==> src/sv/sxlcd_pkg.sv <==
// shared types, constants and helpers for the sysex lcd name parser
`default_nettype none

package sxlcd_pkg;

   localparam int NAME_DEPTH_DEFAULT = 64;
   localparam logic [6:0] LCD_COMMAND_RESET = 7'd18;
   localparam logic [7:0] END_OF_EXCLUSIVE = 8'hF7;
   localparam logic [9:0] DIV7_RECIPROCAL = 10'd293;
   localparam int DIV7_SHIFT = 11;

   typedef enum logic [2:0] {
      PH_IDLE      = 3'd0,
      PH_HEAD1     = 3'd1,
      PH_HEAD2     = 3'd2,
      PH_LCD_FIRST = 3'd3,
      PH_LCD_MID   = 3'd4,
      PH_LCD_LAST  = 3'd5,
      PH_SKIP      = 3'd6
   } phase_type;

   typedef struct packed {
      logic       is_system;
      logic [7:0] byte_one;
      logic [7:0] byte_two;
      logic [7:0] byte_three;
   } req_word_type;

   typedef struct packed {
      logic        handled;
      logic [2:0]  fsm_state;
      logic [5:0]  track_number;
      logic [23:0] manufacturer_id;
      logic [7:0]  device_id;
      logic        name_clear;
      logic [1:0]  char_count;
      logic [5:0]  char_index;
      logic [7:0]  char_a;
      logic [7:0]  char_b;
      logic [7:0]  char_c;
      logic        name_overflow;
   } rsp_word_type;

   // track number from lcd offset: offset / 7 + 1, exact for 8-bit offsets
   function automatic logic [5:0] track_from_offset(input logic [7:0] offset);
      logic [17:0] product;
      logic [5:0]  quotient;
      product  = {10'd0, offset} * {8'd0, DIV7_RECIPROCAL};
      quotient = product[DIV7_SHIFT +: 6];
      return quotient + 6'd1;
   endfunction

endpackage

`default_nettype wire

==> src/sv/control_sysex_lcd_name_parser.sv <==
// top level of the sysex lcd name parser
//
// usage:
//   req channel (req_valid/req_ready/req_word) carries one three-byte midi
//   packet per word with its system-exclusive flag.
//   rsp channel (rsp_valid/rsp_ready/rsp_word) returns exactly one word per
//   accepted packet: phase, header ids, track number and up to three name
//   characters with their index, plus clear and overflow flags. the name
//   buffer itself sits in the receiver.
//   csr_write_enable/csr_write_data set the lcd command code (reset 18);
//   write it only while no packet is in flight.
// result: registered, valid in the cycle after the packet is accepted.
// throughput: one packet per cycle unless stalled; state update and result are
//   a short path of logic between the phase registers and the result register.
// reset: synchronous, active high; phase goes idle, ids, track and name
//   position clear, the command code returns to 18 and no result is pending.
// stall: while rsp_ready is low a pending result holds and req_ready drops;
//   a new packet is taken in the same cycle the pending result is taken.
`default_nettype none

module control_sysex_lcd_name_parser #(
   parameter int NAME_DEPTH = sxlcd_pkg::NAME_DEPTH_DEFAULT
) (
   input  wire                     clock,
   input  wire                     reset,
   input  wire                     req_valid,
   output logic                    req_ready,
   input  wire sxlcd_pkg::req_word_type req_word,
   output logic                    rsp_valid,
   input  wire                     rsp_ready,
   output sxlcd_pkg::rsp_word_type rsp_word,
   input  wire                     csr_write_enable,
   input  wire  [6:0]              csr_write_data
);

   localparam int PW = $clog2(NAME_DEPTH + 1);
   localparam logic [PW-1:0] DEPTH = PW'(NAME_DEPTH);

   sxlcd_pkg::phase_type phase_ff, phase_in;
   logic [23:0]   maker_ff, maker_in;
   logic [7:0]    device_ff, device_in;
   logic          is_lcd_ff, is_lcd_in;
   logic [5:0]    track_ff, track_in;
   logic [PW-1:0] pos_ff, pos_in;
   logic [6:0]    code_ff;
   logic          rsp_valid_ff;
   sxlcd_pkg::rsp_word_type rsp_ff, rsp_in;

   logic          accept;
   logic          writes;
   logic [1:0]    wanted;
   logic [1:0]    taken;
   logic [PW-1:0] base;
   logic [PW-1:0] room;
   logic [7:0]    ch0, ch1, ch2;

   assign req_ready = !rsp_valid_ff || rsp_ready;
   assign accept    = req_valid && req_ready;
   assign rsp_valid = rsp_valid_ff;
   assign rsp_word  = rsp_ff;

   always_comb begin
      phase_in  = phase_ff;
      maker_in  = maker_ff;
      device_in = device_ff;
      is_lcd_in = is_lcd_ff;
      track_in  = track_ff;
      pos_in    = pos_ff;
      rsp_in    = '0;
      writes    = 1'b0;
      wanted    = 2'd0;
      base      = pos_ff;
      ch0       = req_word.byte_one;
      ch1       = req_word.byte_two;
      ch2       = req_word.byte_three;

      case (phase_ff)
         sxlcd_pkg::PH_HEAD1: phase_in = sxlcd_pkg::PH_HEAD2;
         sxlcd_pkg::PH_HEAD2: phase_in = is_lcd_ff ? sxlcd_pkg::PH_LCD_FIRST
                                                   : sxlcd_pkg::PH_SKIP;
         sxlcd_pkg::PH_LCD_FIRST: phase_in = sxlcd_pkg::PH_LCD_MID;
         sxlcd_pkg::PH_LCD_MID: begin
            if (req_word.byte_three == sxlcd_pkg::END_OF_EXCLUSIVE) begin
               phase_in = sxlcd_pkg::PH_LCD_LAST;
            end
         end
         sxlcd_pkg::PH_LCD_LAST: phase_in = sxlcd_pkg::PH_IDLE;
         sxlcd_pkg::PH_SKIP: begin
            if (req_word.byte_three == sxlcd_pkg::END_OF_EXCLUSIVE) begin
               phase_in = sxlcd_pkg::PH_IDLE;
            end
         end
         default: phase_in = req_word.is_system ? sxlcd_pkg::PH_HEAD1
                                                : sxlcd_pkg::PH_IDLE;
      endcase

      case (phase_in)
         sxlcd_pkg::PH_IDLE: begin
            maker_in          = '0;
            device_in         = '0;
            track_in          = '0;
            pos_in            = '0;
            rsp_in.name_clear = 1'b1;
         end
         sxlcd_pkg::PH_HEAD1: begin
            maker_in = {req_word.byte_two, req_word.byte_three, 8'd0};
         end
         sxlcd_pkg::PH_HEAD2: begin
            maker_in  = maker_ff + {16'd0, req_word.byte_one};
            device_in = req_word.byte_two;
            is_lcd_in = req_word.byte_three == {1'b0, code_ff};
         end
         sxlcd_pkg::PH_LCD_FIRST: begin
            track_in          = sxlcd_pkg::track_from_offset(req_word.byte_one);
            rsp_in.name_clear = 1'b1;
            writes            = 1'b1;
            wanted            = 2'd2;
            base              = '0;
            ch0               = req_word.byte_two;
            ch1               = req_word.byte_three;
         end
         sxlcd_pkg::PH_LCD_MID: begin
            writes = 1'b1;
            wanted = 2'd3;
         end
         sxlcd_pkg::PH_LCD_LAST: begin
            writes = 1'b1;
            wanted = 2'd2;
         end
         default: begin
         end
      endcase

      room  = (base < DEPTH) ? DEPTH - base : '0;
      taken = ({{(PW-2){1'b0}}, wanted} < room) ? wanted : room[1:0];
      if (writes) begin
         pos_in               = base + {{(PW-2){1'b0}}, taken};
         rsp_in.char_count    = taken;
         rsp_in.char_a        = (taken > 2'd0) ? ch0 : 8'd0;
         rsp_in.char_b        = (taken > 2'd1) ? ch1 : 8'd0;
         rsp_in.char_c        = (taken > 2'd2) ? ch2 : 8'd0;
         rsp_in.name_overflow = taken < wanted;
      end
      rsp_in.char_index = (phase_in == sxlcd_pkg::PH_IDLE) ? 6'd0 : 6'(base);

      rsp_in.handled = !(phase_ff == sxlcd_pkg::PH_IDLE &&
                         phase_in == sxlcd_pkg::PH_IDLE);
      rsp_in.fsm_state       = phase_in;
      rsp_in.track_number    = track_in;
      rsp_in.manufacturer_id = maker_in;
      rsp_in.device_id       = device_in;
   end

   always_ff @(posedge clock) begin
      if (reset) begin
         phase_ff     <= sxlcd_pkg::PH_IDLE;
         maker_ff     <= '0;
         device_ff    <= '0;
         is_lcd_ff    <= 1'b0;
         track_ff     <= '0;
         pos_ff       <= '0;
         code_ff      <= sxlcd_pkg::LCD_COMMAND_RESET;
         rsp_valid_ff <= 1'b0;
      end else begin
         if (csr_write_enable) begin
            code_ff <= csr_write_data;
         end
         if (accept) begin
            phase_ff  <= phase_in;
            maker_ff  <= maker_in;
            device_ff <= device_in;
            is_lcd_ff <= is_lcd_in;
            track_ff  <= track_in;
            pos_ff    <= pos_in;
         end
         if (accept) begin
            rsp_valid_ff <= 1'b1;
         end else if (rsp_ready) begin
            rsp_valid_ff <= 1'b0;
         end
      end
   end

   always_ff @(posedge clock) begin
      if (accept) begin
         rsp_ff <= rsp_in;
      end
   end

endmodule

`default_nettype wire

==> config.mk <==
export PLATFORM = sky130hd
export DESIGN_NAME = control_sysex_lcd_name_parser
export DESIGN_NICKNAME = d
export VERILOG_FILES = /design/src/sv/sxlcd_pkg.sv /design/src/sv/control_sysex_lcd_name_parser.sv
export SDC_FILE = /design/constraint.sdc
export NUM_CORES = 1
export LEC_CHECK = 0
export ABC_CLOCK_PERIOD_IN_PS = 5650
export BUFFER_PORTS_ARGS = -buffer_cell sky130_fd_sc_hd__buf_2
export CAP_MARGIN = 40
export CORE_MARGIN = 2
export CORE_UTILIZATION = 55
export CTS_CLUSTER_SIZE = 16
export DETAILED_ROUTE_END_ITERATION = 8
export PLACE_DENSITY = 0.77
export SLEW_MARGIN = 0
export SYNTH_ARGS = -nofsm -noshare
export SYNTH_HDL_FRONTEND = slang
export SYNTH_SLANG_ARGS = --single-unit
export TNS_END_PERCENT = 30
==> constraint.sdc <==
create_clock -name clock -period 5.65 [get_ports clock]
set_input_delay 0.2825 -clock clock [delete_from_list [all_inputs] [get_ports clock]]
set_output_delay 0.2825 -clock clock [all_outputs]
set_load 0.1 [all_outputs]
Word-level counts from Yosys, hierarchy flattened
Cells that the tools add are included.
{"block": "classes", "addsub": 4, "n_mul": 1, "div": 0, "magnitude_cmp": 6, "eq_ne": 13, "shift": 0, "muxes": 20, "n_bitwise": 0, "reduce_logical": 17}
{"op": "case mux 24 bit (3 select lines)", "count": 1}
{"op": "2-to-1 mux 7 bit", "count": 4}
{"op": "adder 24 x 8 -> 24 bit", "count": 1}
{"op": "case mux 3 bit (6 select lines)", "count": 1}
{"op": "multiplier 8 x 9 -> 17 bit, second input constant", "count": 1}
{"op": "2-to-1 mux 8 bit", "count": 2}
{"op": "case mux 8 bit (2 select lines)", "count": 1}
{"op": "equality test 3 bit, second input constant", "count": 5}
{"op": "equality test 3 x 2 -> 1 bit, second input constant", "count": 4}
{"op": "case mux 6 bit (2 select lines)", "count": 1}
{"op": "AND reduction 2 bit", "count": 5}
{"op": "2-to-1 mux 3 bit", "count": 3}
{"op": "equality test 8 x 7 -> 1 bit", "count": 1}
{"op": "equality test 8 bit, second input constant", "count": 1}
{"op": "adder 7 x 2 -> 7 bit", "count": 1}
{"op": "< comparator 2 x 7 -> 1 bit", "count": 1}
{"op": "< comparator 7 bit, second input constant", "count": 1}
{"op": "subtractor 7 bit, first input constant", "count": 1}
{"op": "adder 6 x 1 -> 6 bit, second input constant", "count": 1}
{"op": "equality test 3 x 1 -> 1 bit, second input constant", "count": 2}
{"op": "zero test 3 bit", "count": 2}
{"op": "2-to-1 mux 1 bit", "count": 5}
{"op": "greater-than comparator 2 x 1 -> 1 bit, second input constant", "count": 2}
{"op": "case mux 2 bit (2 select lines)", "count": 1}
{"op": "9 further kinds", "count": 13}
{"block": "totals", "register_bits": 133, "latch_bits": 0, "ram_bits": 0, "romBits": 0, "input_bits": 37, "word_cells": 81, "n_memories": 0}

Longest topological paths before layout
{"block": "logic_depth", "word_depth": 11, "mapped_depth": 23, "mapped_depth_nobuf": 20}

Least setup slack after synthesis
OpenSTA, ideal clock, no wires.
{"block": "synth_timing", "kind": "register -> register", "from": "reg rsp_valid_ff (netlist: rsp_valid)", "to": "reg maker_ff[6]", "t_arrival_ns": 4.901, "path_slack_ns": 0.467, "path_stages_with_launch": 7, "n_path_buf": 2, "cell_sequence": "dfxtp_1 > nand2b_1 > nand2_1 > inv_1 > clkbuf_1 > clkbuf_1 > a311oi_1"}
{"block": "synth_via", "elab_chain_len": 3}
{"item": "from (decl)", "line_no": "control_sysex_lcd_name_parser.sv:46", "text": "logic rsp_valid_ff;"}
{"item": "from (signal assigned)", "line_no": "control_sysex_lcd_name_parser.sv:163", "text": "rsp_valid_ff <= 1'b0;"}
{"item": "from (signal assigned)", "line_no": "control_sysex_lcd_name_parser.sv:177", "text": "rsp_valid_ff <= 1'b1;"}
{"item": "from (signal assigned)", "line_no": "control_sysex_lcd_name_parser.sv:179", "text": "rsp_valid_ff <= 1'b0;"}
{"item": "zero test 1 bit", "line_no": "control_sysex_lcd_name_parser.sv:57", "text": "assign req_ready = !rsp_valid_ff || rsp_ready;"}
{"item": "logical OR 1 bit", "line_no": "control_sysex_lcd_name_parser.sv:57"}
{"item": "net req_ready", "line_no": "control_sysex_lcd_name_parser.sv:27", "text": "output logic req_ready,"}
{"item": "logical AND 1 bit", "line_no": "control_sysex_lcd_name_parser.sv:58", "text": "assign accept = req_valid && req_ready;"}
{"item": "net accept", "line_no": "control_sysex_lcd_name_parser.sv:49", "text": "logic accept;"}
{"item": "to (signal assigned)", "line_no": "control_sysex_lcd_name_parser.sv:170", "text": "maker_ff <= maker_in;"}
{"item": "to (decl)", "line_no": "control_sysex_lcd_name_parser.sv:40", "text": "logic [23:0] maker_ff, maker_in;"}
The timed path passes the listed nets, and every way through them passes these cells.
A chain may end at the register's enable or synchronous reset.

Worst setup path in the final report
{"block": "layout_timing", "from": "reg phase_ff[2]", "to": "reg pos_ff[6]"}
{"block": "layout_via", "elab_chain_len": 10, "elab_cells_between_ends": 27, "classes_between": "add/sub (2); order compare (2); eq/ne (9); mux (9); reduce/logical (5)"}
{"item": "from (decl)", "line_no": "control_sysex_lcd_name_parser.sv:39", "text": "sxlcd_pkg::phase_type phase_ff, phase_in;"}
{"item": "from (signal assigned)", "line_no": "control_sysex_lcd_name_parser.sv:156", "text": "phase_ff <= sxlcd_pkg::PH_IDLE;"}
{"item": "from (signal assigned)", "line_no": "control_sysex_lcd_name_parser.sv:169", "text": "phase_ff <= phase_in;"}
{"item": "equality test 3 bit, or another cell as far along", "line_no": "control_sysex_lcd_name_parser.sv:77", "text": "case (phase_ff)"}
{"item": "case mux 3 bit (6 select lines) (*)", "line_no": "control_sysex_lcd_name_parser.sv:77"}
{"item": "equality test 3 x 2 -> 1 bit", "line_no": "control_sysex_lcd_name_parser.sv:97", "text": "case (phase_in)"}
{"item": "2-to-1 mux 7 bit", "line_no": "control_sysex_lcd_name_parser.sv:97"}
{"item": "subtractor 7 bit or < comparator 7 bit (tied branches)", "line_no": "control_sysex_lcd_name_parser.sv:134", "text": "room = (base < DEPTH) ? DEPTH - base : '0;"}
{"item": "2-to-1 mux 7 bit", "line_no": "control_sysex_lcd_name_parser.sv:134"}
{"item": "< comparator 2 x 7 -> 1 bit", "line_no": "control_sysex_lcd_name_parser.sv:135", "text": "taken = ({{(PW-2){1'b0}}, wanted} < room) ? wanted : room[1:0];"}
{"item": "2-to-1 mux 2 bit (*)", "line_no": "control_sysex_lcd_name_parser.sv:135"}
{"item": "net taken[0]", "line_no": "control_sysex_lcd_name_parser.sv:52", "text": "logic [1:0] taken;"}
{"item": "adder 7 x 2 -> 7 bit (*)", "line_no": "control_sysex_lcd_name_parser.sv:137", "text": "pos_in = base + {{(PW-2){1'b0}}, taken};"}
{"item": "2-to-1 mux 7 bit (*)", "line_no": "control_sysex_lcd_name_parser.sv:136", "text": "if (writes) begin"}
{"item": "to (signal assigned)", "line_no": "control_sysex_lcd_name_parser.sv:174", "text": "pos_ff <= pos_in;"}
{"item": "to (decl)", "line_no": "control_sysex_lcd_name_parser.sv:44", "text": "logic [PW-1:0] pos_ff, pos_in;"}
The timed path passes the listed nets; every way through them passes the cells marked *.

==> impl_metrics.py <==
metrics = {
    "outcome": {
        "outcome": "finished, final reports clean",
    },
    "synthesis": {
        "avgSynthCellArea_um2": 9.409,
        "synth_edf_count": 76,
        "synth_seq_area_share_pct": 42.31,
        "ys_warn_count": 0,
        "synth_mux_area_share_pct": 1.732,
        "synth_top_family_by_area": "compound AO/OA/AOI/OAI gates",
        "synth_compound_area_share_pct": 20.97,
        "synth_fa_ha_area_share_pct": 9.463,
        "synthDistinctLibCells": 66,
        "synthFlopType": "edfxtp_1",
        "syn_area_mm2": 0.008092,
        "ys_ff_latch": 133,
        "async_reset_ff_share_pct": 0,
        "synthSimpleGateAreaFrac_pct": 19.08,
        "synth-xor-area-share_pct": 2.273,
        "syn_inst": 860,
        "synth_nets": 954,
    },
    "critical_path": {
        "crit_type": "flip-flop to flip-flop",
        "cp-end-kind": "flip-flop",
        "startpoint_type": "flip-flop",
        "critical_path_arrival_ps": 4960,
        "crit_required_ps": 6000,
        "r2r_cells": 19,
        "critical_path.max_fanout": 20,
    },
    "placed_design": {
        "gp_congestion": 0.8922,
        "post-dp-hpwl_um": 14500,
        "port_buffers": 114,
        "dpl-instance-area_mm2": 0.008811,
    },
    "grt": {
        "grt_pass1_wl_um": 33870,
        "grt_pass1_vias": 6759,
        "antenna_found_initial": 0,
        "grtUsageTotal_pct": 26.90,
        "grt_overflow": 0,
        "grt_max_degree": 47,
    },
    "power_and_ir_drop": {
        "p_per_area_mw_per_mm2": 326.1,
        "p_leak_nw": 3.820,
        "ir_worst_vdd_v": 0.0002200,
    },
    "min_path": {
        "hold_class": "input pin to flip-flop",
        "whs_path_depth": 2,
    },
    "floorplanning": {
        "dieArea_mm2": 0.01570,
        "rows": 44,
        "initial_core_util_pct": 55.88,
        "die_w_um": 125.3,
        "dieHeight_um": 125.3,
        "ioPinCount": 115,
        "core_mm2": 0.01448,
    },
    "drt": {
        "wl_um": 21220,
        "ant_nets": 0,
        "vias_per_cell": 6.195,
        "drt_pre_antenna_iters": 5,
        "via_count": 7124,
        "drtIter0Drc": 716,
        "drc_errors": 0,
        "drt-wirelength-per-cell_um": 18.45,
    },
    "final_layout": {
        "fin_nets": 1047,
        "drive_gt1_share_pct": 17.29,
        "num_antenna_cells": 0,
        "synthToLayoutAreaGrowth_pct": 16.76,
        "postLayoutCellArea_mm2": 0.009448,
    },
    "timing": {
        "drv_slew": 0,
        "fmax_ghz": 0.2171,
        "hold_viol": 0,
        "worstMarginPinSlew_ps": 1059,
        "setup_tns_ps": 0,
        "post-route-min-period_ps": 4606,
        "rsz0062_at_grt": "no",
        "setup_viol": 0,
        "finalCritPeriodShare_pct": 81.52,
        "fin_worst_skew_ps": 6.620,
        "slew_headroom_pct": 29.43,
    },
    "cts": {
        "h-tree-depth": 4,
        "ctsHoldBuffers": 0,
        "tritoncts": "built",
        "clk_path_buf_depth": 2,
        "cts-root-buf": "clkbuf_16",
        "clk_transition_reported_paths_ps": 60,
        "cts_resized": 0,
        "insertion_delay_ps": 430,
        "cts_buffers": 17,
        "post_cts_buffers": 0,
        "clkSinkCount": 133,
    },
    "flow_run": {
        "drv_cap": 0,
    },
}
## per-stage QoR
step	std cells	total power [W]	utilization [%]	worst slack (ps)	hold slack, ps
6_report	1150	0.003081	65.25	1044	58.65
4_1_cts	1150	0.003088	65.25	1128	47.63
3_5_place_dp	1118	0.001915	60.85	1139	448.7
3_3_place_gp	1117	0.001898	60.72	1259	444.5
2_1_floorplan	860	0.001753	-	467.3	404.9
5_1_grt	1150	0.003193	65.25	732.5	62.25
## cells in the mapped netlist (10+ instances only)
master,number,area share (%)
a211oi_1,12,1.1
a21o_1,13,1.2
a21oi_1,50,3.1
a22o_1,20,2.2
a22oi_1,21,1.9
and2_1,14,1.1
clkbuf_1,44,2.0
dfxtp_1,57,14
edfxtp_1,76,28
ha_1,50,7.7
inv_1,37,1.7
mux2i_1,14,1.7
nand2_1,84,3.9
nand3_1,32,2.0
nor2_1,62,2.9
nor3_1,30,1.9
o211ai_1,16,1.5
o21ai_0,35,2.2
or4_1,10,0.93
xnor2_1,16,1.7
## power breakdown
group	internal [W]	switching (W)
sequential	0.00109	0.0000350
clock	0.000754	0.000423
combinational	0.000200	0.000582
## cells by family (layout without fill, tap and decap cells)
| family | Yosys count | after routing |
|---|---|---|
| compound gates | 241 | 241 |
| xor+xnor | 21 | 21 |
| fa+ha+maj | 57 | 57 |
| buf+inv | 88 | 194 |
| flops | 133 | 133 |
| mux | 14 | 14 |
| simple gates | 306 | 306 |
## registers in the layout, indices dropped and copies added, names as in the netlist
register,count
rsp_word,76
maker_ff,24
device_ff,8
code_ff,7
pos_ff,7
track_ff,6
phase_ff,3
is_lcd_ff,1
rsp_valid,1
## final cells by class
class / instances / area (um2)
clock buffer: 21 / 491.7
clock inverter: 11 / 145.1
fill: 1195 / 5031
inverter: 37 / 141.4
multi-input combinational: 639 / 4350
sequential: 133 / 3423
tap: 184 / 230.2
timing repair buffer: 125 / 665.6
## worst max-delay path, stage by stage (launching register included)
cell and delay, ps:
dfxtp_1 740, nand4bb_1 300, nand2_1 120, ha_1 260, a21oi_1 180, a21o_1 250, nand2_1 80, ha_1 280
nor2_1 60, a31oi_4 240, a21o_1 150, o311ai_0 150, o21ai_0 290, ha_1 210, inv_1 50, fa_1 400
nor2_1 190, nand3_1 110, or3_1 320, a21oi_1 140
## metal layers
layer | track usage [%] | wire (um)
met1 | 34.83 | 8921
met2 | 44.34 | 10130
met3 | 5.135 | 1553
met4 | 11.50 | 616
met5 | 0 | 0
## cell usage in the layout (no fill, tap or decap), types with 8 or more instances in the layout
cell and count:
buf_2 114, nand2_1 84, edfxtp_1 76, nor2_1 62
dfxtp_1 57, a21oi_1 50, ha_1 50, inv_1 36
o21ai_0 35, nand3_1 32, nor3_1 29, a22oi_1 21
a22o_1 20, clkbuf_16 18, xnor2_1 16, o211ai_1 16
mux2i_1 14, and2_1 14, a21o_1 13, a211oi_1 12
or4_1 10, buf_4 10, nor2b_1 9, nand4_1 9
nand2b_1 9, or3_1 9, nor3b_1 8, a21boi_0 8
## path summary, 6_finish.rpt
kind                     startpoint           to  slack (ps)
hold / removal    csr_write_data[1]   code_ff[1]          60
setup reg to reg        phase_ff[2]    pos_ff[6]        1040
hold reg to reg         track_ff[4]  track_ff[4]         480
setup / recovery        phase_ff[2]    pos_ff[6]        1040
Note: power is estimated with default switching activity, not from simulation.
